===== src/hw/rtl/mpt_pkg.sv =====
// Shared types and constants for the multi-turn position tracker.
package mpt_pkg;

   localparam int unsigned RAW_W   = 31;
   localparam int unsigned ANGLE_W = 32;
   localparam int unsigned TURN_W  = 16;
   localparam int unsigned NB_W    = 5;
   localparam int unsigned CSR_W   = 32;

   localparam logic [NB_W-1:0]   TURN_BITS_RESET = 5'd20;
   localparam logic [TURN_W-1:0] TURN_MIN        = 16'h8000;
   localparam logic [TURN_W-1:0] TURN_MAX        = 16'h7fff;

   // Quadrant codes taken from the top two bits of the normalised angle.
   localparam logic [1:0] QUAD_FIRST  = 2'b00;
   localparam logic [1:0] QUAD_FOURTH = 2'b11;

   // Configuration register indexes.
   typedef enum logic [0:0] {
      CSR_TURN_BITS       = 1'b0,
      CSR_POSITION_OFFSET = 1'b1
   } csr_index_type;

   typedef struct packed {
      logic [RAW_W-1:0] raw_angle;
      logic             clear_status;
   } req_type;

   typedef struct packed {
      logic signed [31:0] position;
      logic signed [15:0] turn_count;
      logic signed [31:0] index_position;
      logic               origin_seen;
      logic               wrap_flag;
      logic               captured_flag;
   } rsp_type;

   // Control from the pipeline to the turn unit.
   typedef struct packed {
      logic advance;
      logic clear_status;
   } step_ctrl_type;

endpackage


===== src/hw/rtl/mpt_angle_norm.sv =====
// Inverts, masks and left-aligns the raw single-turn angle.
module mpt_angle_norm (
   input  logic [mpt_pkg::RAW_W-1:0]   raw_angle,
   input  logic [mpt_pkg::NB_W-1:0]    turn_bits,
   output logic [mpt_pkg::ANGLE_W-1:0] angle
);
   import mpt_pkg::*;

   logic [NB_W-1:0] shift_amount;

   // Appending a zero and shifting by 31 - turn_bits pushes every unused raw bit out
   // of the top, so a turn_bits of zero yields a zero angle with no special case.
   assign shift_amount = NB_W'(5'd31 - turn_bits);
   assign angle        = {~raw_angle, 1'b0} << shift_amount;

endmodule


===== src/hw/rtl/mpt_turn_unit.sv =====
// Revolution counter, index capture and sticky status flags.
module mpt_turn_unit (
   input  logic                        clock,
   input  logic                        reset,
   input  mpt_pkg::step_ctrl_type      ctrl,
   input  logic [mpt_pkg::ANGLE_W-1:0] angle,
   input  logic [31:0]                 position_offset,
   output mpt_pkg::rsp_type            result
);
   import mpt_pkg::*;

   logic [1:0]        quad_ff, quad_in;
   logic [TURN_W-1:0] turn_ff, turn_in;
   logic [31:0]       index_ff, index_in;
   logic              wrap_ff, wrap_in;
   logic              capture_ff, capture_in;

   logic              neg;
   logic              dec;
   logic              inc;
   logic              origin;
   logic [TURN_W-1:0] cap_turn;

   assign neg    = angle[ANGLE_W-1];
   assign dec    = (quad_ff == QUAD_FIRST) && neg;
   assign inc    = (quad_ff == QUAD_FOURTH) && !neg;
   assign origin = dec || inc;

   always_comb begin
      turn_in = turn_ff;
      if (dec) begin
         turn_in = turn_ff - 16'd1;
      end else if (inc) begin
         turn_in = turn_ff + 16'd1;
      end
      // A decrement captures the count before the step, an increment the count after it.
      cap_turn   = dec ? turn_ff : turn_in;
      wrap_in    = (wrap_ff && !ctrl.clear_status)
                 || (dec && (turn_ff == TURN_MIN))
                 || (inc && (turn_ff == TURN_MAX));
      capture_in = (capture_ff && !ctrl.clear_status) || origin;
      index_in   = origin ? ({cap_turn, 16'h0000} + position_offset) : index_ff;
      quad_in    = angle[ANGLE_W-1:ANGLE_W-2];
   end

   always_comb begin
      result.position       = {turn_in, angle[ANGLE_W-1:ANGLE_W-16]};
      result.turn_count     = turn_in;
      result.index_position = index_in;
      result.origin_seen    = origin;
      result.wrap_flag      = wrap_in;
      result.captured_flag  = capture_in;
   end

   always_ff @(posedge clock) begin
      if (reset) begin
         quad_ff    <= QUAD_FIRST;
         turn_ff    <= '0;
         index_ff   <= '0;
         wrap_ff    <= 1'b0;
         capture_ff <= 1'b0;
      end else if (ctrl.advance) begin
         quad_ff    <= quad_in;
         turn_ff    <= turn_in;
         index_ff   <= index_in;
         wrap_ff    <= wrap_in;
         capture_ff <= capture_in;
      end
   end

`ifndef SYNTHESIS
   a_hold_when_idle: assert property (@(posedge clock) disable iff (reset)
      !ctrl.advance |=> $stable(turn_ff) && $stable(quad_ff) && $stable(index_ff))
      else $error("turn state changed without a transaction");

   a_origin_sets_capture: assert property (@(posedge clock) disable iff (reset)
      ctrl.advance && origin |=> capture_ff)
      else $error("crossing did not set the captured flag");

   a_no_crossing_keeps_turn: assert property (@(posedge clock) disable iff (reset)
      ctrl.advance && !origin |=> $stable(turn_ff) && $stable(index_ff))
      else $error("turn count or index moved without a crossing");

   a_increment_step: assert property (@(posedge clock) disable iff (reset)
      ctrl.advance && inc |=> turn_ff == $past(turn_ff) + 16'd1)
      else $error("increment crossing did not add one turn");
`endif

endmodule


===== src/hw/rtl/multiturn_position_tracker.sv =====
// Top level of the multi-turn position tracker: channels, configuration and pipeline.
//
// Usage: each req transaction carries one raw encoder angle and a clear_status bit;
// each produces exactly one rsp transaction with the extended position, the signed
// turn count, the last captured index position and the status flags.
// Configuration registers turn_bits (index 0) and position_offset (index 1) are
// written through csr_write_enable, csr_index and csr_wdata; the user must write
// them only while no transaction is in flight, which the block does not enforce.
// A transaction accepted into the input register passes on into the result
// register and is offered on rsp from there.
// Throughput: one transaction per cycle unless rsp stalls; the turn counter update
// is a compare and increment or decrement between the input and result registers.
// Reset clears both pipeline stages, the turn state and the flags, and loads
// turn_bits with 20 and position_offset with 0.
// When the receiver stalls, the result register holds; a further transaction is
// still taken into the input register, and req_stall rises only once both
// registers are full.
module multiturn_position_tracker (
   input  logic                      clock,
   input  logic                      reset,
   input  logic                      req_valid,
   output logic                      req_stall,
   input  mpt_pkg::req_type          req_data,
   output logic                      rsp_valid,
   input  logic                      rsp_stall,
   output mpt_pkg::rsp_type          rsp_data,
   input  logic                      csr_write_enable,
   input  mpt_pkg::csr_index_type    csr_index,
   input  logic [mpt_pkg::CSR_W-1:0] csr_wdata
);
   import mpt_pkg::*;

   logic [NB_W-1:0]    turn_bits_ff;
   logic [31:0]        offset_ff;

   logic               in_valid_ff;
   req_type            in_data_ff;
   logic               out_valid_ff;
   rsp_type            out_data_ff;

   logic               out_free;
   logic               advance;
   logic [ANGLE_W-1:0] angle;
   step_ctrl_type      ctrl;
   rsp_type            result;

   assign out_free  = !out_valid_ff || !rsp_stall;
   assign advance   = in_valid_ff && out_free;
   assign req_stall = in_valid_ff && !out_free;
   assign rsp_valid = out_valid_ff;
   assign rsp_data  = out_data_ff;

   assign ctrl.advance      = advance;
   assign ctrl.clear_status = in_data_ff.clear_status;

   always_ff @(posedge clock) begin
      if (reset) begin
         turn_bits_ff <= TURN_BITS_RESET;
         offset_ff    <= '0;
      end else if (csr_write_enable) begin
         case (csr_index)
            CSR_TURN_BITS:       turn_bits_ff <= csr_wdata[NB_W-1:0];
            CSR_POSITION_OFFSET: offset_ff    <= csr_wdata[31:0];
            default:             ;
         endcase
      end
   end

   always_ff @(posedge clock) begin
      if (reset) begin
         in_valid_ff <= 1'b0;
      end else if (!req_stall) begin
         in_valid_ff <= req_valid;
      end
   end

   always_ff @(posedge clock) begin
      if (req_valid && !req_stall) begin
         in_data_ff <= req_data;
      end
   end

   always_ff @(posedge clock) begin
      if (reset) begin
         out_valid_ff <= 1'b0;
      end else if (out_free) begin
         out_valid_ff <= in_valid_ff;
      end
   end

   always_ff @(posedge clock) begin
      if (advance) begin
         out_data_ff <= result;
      end
   end

   mpt_angle_norm u_angle_norm (
      .raw_angle (in_data_ff.raw_angle),
      .turn_bits (turn_bits_ff),
      .angle     (angle)
   );

   mpt_turn_unit u_turn_unit (
      .clock           (clock),
      .reset           (reset),
      .ctrl            (ctrl),
      .angle           (angle),
      .position_offset (offset_ff),
      .result          (result)
   );

endmodule

===== config.mk =====
export PLATFORM = sky130hd
export DESIGN_NAME = multiturn_position_tracker
export DESIGN_NICKNAME = d
export VERILOG_FILES = /design/src/hw/rtl/mpt_pkg.sv /design/src/hw/rtl/mpt_angle_norm.sv /design/src/hw/rtl/mpt_turn_unit.sv /design/src/hw/rtl/multiturn_position_tracker.sv
export SDC_FILE = /design/constraint.sdc
export NUM_CORES = 1
export LEC_CHECK = 0
export CAP_MARGIN = 15
export CORE_MARGIN = 2
export CORE_UTILIZATION = 30
export CTS_CLUSTER_DIAMETER = 50
export DETAILED_ROUTE_END_ITERATION = 10
export DONT_BUFFER_PORTS = 1
export GPL_TIMING_DRIVEN = 0
export HOLD_SLACK_MARGIN = 0.02
export PLACE_DENSITY = 0.42
export SYNTH_ARGS = -nofsm -noshare
export SYNTH_HDL_FRONTEND = slang
export SYNTH_HIERARCHICAL = 1
export SYNTH_SLANG_ARGS = --single-unit

===== constraint.sdc =====
create_clock -name clock -period 22.3 [get_ports clock]
set_input_delay 0 -clock clock [delete_from_list [all_inputs] [get_ports clock]]
set_output_delay 0 -clock clock [all_outputs]
set_load 0.01 [all_outputs]

== Yosys cells after proc, flatten, opt, wreduce, memory -nomap -nowiden ==
Cells that the tools add are included.
Widths: inputs -> output; s select.
Storage, ports and cells
  bits in registers: 206
  bits of input ports: 70
  output and inout port bits: 85
  logic and storage cells: 54
Operators by class
  add/subtract/negate cells: 4
  eq/ne operators: 3
  shift-type cells: 1
  muxes and demuxes: 4
  bitwise gates (word level): 2
  reduce and logical (&&, ||, !) cells: 23
Operators by type and width (number)
  $mux 16: 3
  $add 32x32->32: 1
  $mux 32: 1
  $shl 32x5->32: 1
  $not 31->31: 1
  $add 16x1->16 const B: 1
  $eq 16x15->1 const B: 1
  $eq 16x16->1 const B: 1
  $sub 16x1->16 const B: 1
  $logic_and 1x1->1: 9
  $logic_not 1->1: 6
  $logic_or 1x1->1: 5
  $sub 5x5->5 const A: 1
  $reduce_and 2->1: 2
  $eq 2x2->1 const B: 1
  $logic_not 2->1: 1
  $not 1->1: 1

== Depth between registers and ports, before layout ==
Gate-level depths: netlist of the first run.
  depth after elaboration: 9
  gate-level depth with buffers: 20
  depth with buffers taken out: 15

== Cells and area by module ==
Netlist of the first run, hierarchy kept.
Modules (own cells, without submodules)
  multiturn_position_tracker: times used 1, cells each 292, area an instance 5494.0 µm², sequential area each 4234.1 µm²
  mpt_turn_unit: times used 1, cells each 544, area an instance 4058.9 µm², sequential area each 1041.0 µm²
  mpt_angle_norm: times used 1, cells each 183, area an instance 1705.4 µm², sequential area each 0.0 µm²

== Least setup slack after synthesis of the first run ==
OpenSTA, ideal clock, no wires.
  path kind: reg-to-reg
  from: register in_valid_ff
  to: register u_turn_unit.index_ff[31]
  library setup time: 0.079 ns
  arrival: 8.385 ns
  data required time: 22.221 ns
  slack: 13.836 ns
  cell stages (with the launch flop): 6
  path buffers: 0
  period minus slack after synthesis: 8.464 ns
  cell sequence: dfxtp_1 a21boi_0 inv_1 or3_1 or3b_2 o211ai_1
On the way
  cells in the longest elaborated chain, start to end: 1
Ends and longest elaborated chain
  start: declaration: RTL line multiturn_position_tracker.sv:36  | logic in_valid_ff;
  start signal: assignment: RTL line multiturn_position_tracker.sv:73  | in_valid_ff <= req_valid;
  $logic_and 1x1->1: RTL line multiturn_position_tracker.sv:48  | assign advance = in_valid_ff && out_free;
  via advance: RTL line multiturn_position_tracker.sv:42  | logic advance;
  end signal: assignment: RTL line mpt_turn_unit.sv:65  | index_ff <= index_in;
  end: declaration: RTL line mpt_turn_unit.sv:14  | logic [31:0] index_ff, index_in;
The timed path passes the listed nets, and every way through them passes these cells.
A chain may end at the register's enable or synchronous reset.

==> results of run 1 <==
[state kept, by name (all words and copies together), names as in the netlist]
name,count
u_turn_unit/quad_ff,2
in_valid_ff,1
turn_bits_ff,5
rsp_valid,1
in_data_ff,31
ctrl,1
rsp_data,83
offset_ff,32
u_turn_unit/turn_ff,16
u_turn_unit/wrap_ff,1
u_turn_unit/index_ff,32
u_turn_unit/capture_ff,1
[area by class of cell]
type	count	area [um^2]
fill	3619	22450
inverter	13	48.80
clock buffer	34	787.0
buffer	105	818.3
tap	468	585.6
multi-input combinational	673	5029
timing repair buffer	137	1419
sequential	206	5275
clock inverter	22	197.7
[critical path: cells and delay by family, from the launching register on]
kind	cells	cell delay, ps
fa+ha+maj	1	400
simple gates	3	1360
xor+xnor	2	540
compound gates	6	1450
buf+inv	2	720
flops	1	530
mux	1	240
[worst paths after layout]
| kind | end | slack (ps) | cells past startpoint |
|---|---|---|---|
| max | rsp_data[34] | 16840 | 15 |
| min | in_data_ff[27] | 70 | 1 |
| max reg2reg | rsp_data[34] | 16840 | 15 |
| min reg2reg | u_turn_unit/index_ff[26] | 450 | 2 |
[power groups by stage]
stage,Combinational (uW),Clock [uW],Sequential (uW)
finish,202,461,461
global route,223,492,464
CTS,205,477,461
detailed placement,187,0,469
global placement,185,0,472
floorplan,138,0,465
[through the flow]
step	cells	hold slack [ps]	utilization (%)
global placement	1465	98.93	32.06
detailed placement	1469	98.92	32.35
global route	1658	40.97	38.68
CTS	1658	24.49	38.68
floorplan	997	98.87	-
finish	1658	69.30	38.68
[per-layer routing]
layer / part of all wire [%] / up-vias / GRT usage [%] / wire length (um)
li1: - / 3938 / - / -
met1: 48 / 3876 / 22.16 / 14910
met2: 45 / 181 / 25.55 / 13950
met3: 4.4 / 35 / 2.841 / 1348
met4: 1.9 / 0 / 4.233 / 584
met5: 0 / - / 0 / 0
==> impl_results.md, run 1 <==
- Status: finished clean
- Skew-Pair Late Insertion Delay: between 500 and 600 ps
- Area after DPL: between 10000 and 15000 um^2
- Worst slew pin tran: 926.7 ps
- Die Span X: around 200 um
- Crit end category: register
- Combinational power share: 18.0%
- DRC viols: 0
- Worst reg2reg startpoint: turn_bits_ff[2]
- Pwr Total: 1124 uW
- P&R area growth vs syn: 26.97%
- Post-Syn Area: 11150 um^2
- Worst Hold Class: primary input to register
- Vias in the first global route: ~8000
- Vias per cell: approximately 4.8
- Worst Setup Path Type: register to register
- Dpl hpwl: ~23000 um
- Via Count: between 8000 and 9000
- Num CTS Buffers: 30
- Slew HR: a little under two fifths
- Largest net degree at the start of global routing: 33
- Final setup vio count: 0
- Worst-case clock buffer depth: 3
- Worst slack at placement: around 17000 ps
- Final Cycle Share: roughly a quarter
- TritonRoute pass-1 iters: 6
- DRT iter0 DRCs: 344
- DRT antenna net count: 0
- RSZ-0062 raised after global routing: no
- Fin. Hold Viols: 0
- Clock power share: roughly two fifths
- Setup tns final: 0 ps
- Final Max Tran Viols: 0
- Buffers on Ports: 0
- Routed WL per cell: 18.57 um
- Hold_buf cts: ~130
- CTS Sinks: a little over 200
- Critical Path AT: around 5800 ps
- Final instance area: 14160 um^2
- P_int: 809.6 uW
- Most common cell on crit path: o21ai_0
- Cell Chain, Critical Path: clkinv_1, buf_1, mux2i_1, a22oi_1, nand2_1, nand3b_1, nor4_1, xor2_1, ha_1, o21ai_0, a21oi_1, a221o_1, a41o_1, xnor2_1, o21ai_0
- Hold Crit Start: req_data[27]
- Peak supply drop: roughly 53 uV
- Most common cell after layout, fill and taps aside: dlygate4sd3_1
- Slowest library cell on the worst path: nor4_1
- GRT Util Overall: 15.94%
- DRT Wirelength: between 30000 and 40000 um
- CP startpoint kind: register
- Layout cells sized above 1: between 10% and 20%
- # resized after CTS: 0
- Antenna violations before repair: 1
- Crit path max fanout: 10
- Sw Pwr: about 310 uW
- Max Cap Viol: 0
- Most frequent cells in the layout: dlygate4sd3_1 (133), nand2_1 (125), edfxtp_1 (115)
- Pwr dens: 79.37 nW/um^2
- Die height: 196.8 um
- Initial Util: 30.46%
- Nets@finish: roughly 1300
- CTS tree: done
- Core Footprint: ~37000 um^2
- Synthesized area per cell: around 11 um^2
- Max incr delay on CP: around 840 ps
- Minimum clock period: approximately 5500 ps
- Die ar.: about 39000 um^2
- Total inserted antenna cells: 0
- PnR worst setup slack: roughly 17000 ps
- Flop pwr share: ~41%
- Clk slew on worst S/H paths: around 60 ps
- Critical path launch point: turn_bits_ff[2]
- Final GP Congestion: 0.8416
- GRT overflow: 0
- Site row count: 70
- Mapped Cells: ~1000
- H-tree depth: 1
- Final Skew: ~15 ps
- Syn_nets: about 1100
- Ys Warns: 6
- Max frequency: 183.1 MHz
- Num ports: 155
- Req. time, crit path: 22650 ps
- Root Buffer: clkbuf_16
- Switching Fraction: about 28%
- Leak Pwr: approximately 0.0054 uW
- Setup Fix Bufs, Post-CTS: 0
- Global-route wire length before repair: ~48000 um
Note: power is estimated with default switching activity, not from simulation.
==> inputs of run 2 (changes only) <==
clock period = 5.25 ns   (was 22.3 ns; I/O delays follow)
==> impl_results.md, run 2 (synthesis gave the netlist of run 1 again) <==
- Status: finished clean
- DRT antenna net count: 0 (unchanged)
- Num CTS Buffers: 31 (+3.3%)
- Minimum clock period: 4980 ps (-481.6 ps)
- Highest metal used: met5
- CP startpoint kind: register
- Final setup vio count: 0 (unchanged)
- RSZ-0062 raised after global routing: no
- Num ports: 155 (unchanged)
- GRT Util Overall: 16.17% (+0.23 points)
- DRT iter0 DRCs: 389 (+13%)
- Most frequent cells in the layout: dlygate4sd3_1 (141), nand2_1 (125), edfxtp_1 (115)
- Setup Fix Bufs, Post-CTS: 0 (unchanged)
- Layout cells sized above 1: 20.12% (+0.54 points)
- Routed WL per cell: 18.70 um (+0.73%)
- Slew HR: 41.64% (+4.0 points)
- Critical Path AT: 5270 ps (-540 ps)
- CTS Sinks: 206 (unchanged)
- Leak Pwr: 0.005464 uW (+1.6%)
- Die height: 196.8 um (unchanged)
- Buffers on Ports: 0 (unchanged)
- Met3 routed WL: 1365 um (+1.3%)
- Req. time, crit path: 5540 ps (-17110 ps)
- Crit path max fanout: 10 (unchanged)
- Met2 WL: 13940 um (about the same)
- Layout Cells excl Fill: 1666 (+0.48%)
- Final Cycle Share: 94.86% (+70 points)
- Pwr dens: 342.3 nW/um^2 (+330%)
- H-tree depth: 1 (unchanged)
- Initial Util: 30.46% (unchanged)
- GRT overflow: 0 (unchanged)
- Die ar.: 38730 um^2 (unchanged)
- Total inserted antenna cells: 0 (unchanged)
- Clk slew on worst S/H paths: 60 ps (about the same)
- Vias per cell: 4.837 (-0.13%)
- Nets@finish: 1265 (+0.56%)
- Skew-Pair Late Insertion Delay: 590 ps (+30 ps)
- Most common cell after layout, fill and taps aside: dlygate4sd3_1
- Setup tns final: 0 ps (unchanged)
- Max FFs per register: 83 (unchanged)
- Dpl hpwl: 22670 um (-0.62%)
- Global-route wire length before repair: 48390 um (+1.2%)
- Final GP Congestion: 0.8188 (-2.7%)
- Via Count: 8058 (+0.35%)
- Max Cap Viol: 0 (unchanged)
- Core Footprint: 36610 um^2 (unchanged)
- P&R area growth vs syn: 28.50%
- Met1 WL: 15070 um (+1.1%)
- Final Core Density: 39.14% (+0.46 points)
- Final Max Tran Viols: 0 (unchanged)
- Max frequency: 200.8 MHz (+9.7%)
- TritonRoute pass-1 iters: 5 (-1)
- Placed instance count: 1469 (unchanged)
- Worst Hold Class: primary input to register
- Crit end category: register
- Worst slew pin tran: 873.2 ps (-53.47 ps)
- CTS tree: done
- Final Skew: 16.86 ps (+1.437 ps)
- DRT Wirelength: 31160 um (+1.2%)
- Worst-case clock buffer depth: 3 (unchanged)
- Fin. Hold Viols: 0 (unchanged)
- Worst Setup Path Type: register to register
- Antenna violations before repair: 1 (unchanged)
- Vias in the first global route: 8107 (+1.6%)
- Largest net degree at the start of global routing: 33 (unchanged)
- DRC viols: 0 (unchanged)
- Site row count: 70 (unchanged)
- Root Buffer: clkbuf_16
- Die Span X: 196.8 um (unchanged)
- FILL cells: 3634 (+0.41%)
- Peak supply drop: 231.0 uV (+330%)
## run 2: worst max-delay path: stages (launching register included)
cell and delay (ps):
dfxtp_1 430, buf_6 210, buf_12 160, mux4_1 610
mux2i_1 270, a22oi_1 140, nand2_1 260, and4b_1 320
and2_1 180, and4_1 210, xor2_1 280, ha_1 340
a21o_1 190, a21o_1 180, a221o_1 340, a41o_1 270
xnor2_1 170, o21ai_0 130
## run 2: what timing repair did
action	4_1_cts	5_1_grt
setup endpoints to repair	1	9
endpoints found under the hold margin	151	0
gates resized for setup	2	5
pin swaps	0	1
hold buffers	141	0
## run 2: worst paths after layout
kind | from | to | slack (ps) | depth (start not counted)
setup / recovery | turn_bits_ff[1] | rsp_data[34] | 270 | 17
hold reg to reg | u_turn_unit/index_ff[25] | u_turn_unit/index_ff[25] | 460 | 2
hold / removal | req_data[31] | in_data_ff[31] | 50 | 1
setup reg to reg | turn_bits_ff[1] | rsp_data[34] | 270 | 17
## run 2: metrics by stage
stage	setup WS [ps]	instance area (um^2)	hold slack, ps	power, uW
3_3_place_gp	-1079	11740	98.93	2779
3_5_place_dp	-159.9	11840	98.91	2783
6_report	269.8	14330	54.71	4906
2_1_floorplan	967.5	11160	98.87	2553
4_1_cts	48.28	14320	21.99	5000
5_1_grt	4.720	14330	29.19	5143
## run 2: area by class of cell
type | instances | area, um^2 | area share [%]
buffer | 103 | 812.0 | 5.667
clock buffer | 33 | 783.3 | 5.466
clock inverter | 25 | 267.8 | 1.869
inverter | 13 | 52.55 | 0.3667
multi-input combinational | 673 | 5054 | 35.27
sequential | 206 | 5276 | 36.82
tap | 468 | 585.6 | 4.086
timing repair buffer | 145 | 1499 | 10.46
## run 2: power by group
part / switching (uW) / internal [uW] / total (uW)
Combinational: 465 / 397 / 862
Clock: 832 / 1250 / 2090
Sequential: 93.1 / 1860 / 1960
## run 2: layer usage
| metal | vias up | track usage, % |
|---|---|---|
| met5 | - | 0 |
| met3 | 52 | 2.875 |
| met4 | 2 | 4.901 |
| met1 | 3857 | 22.21 |
| met2 | 179 | 25.98 |
| li1 | 3968 | - |
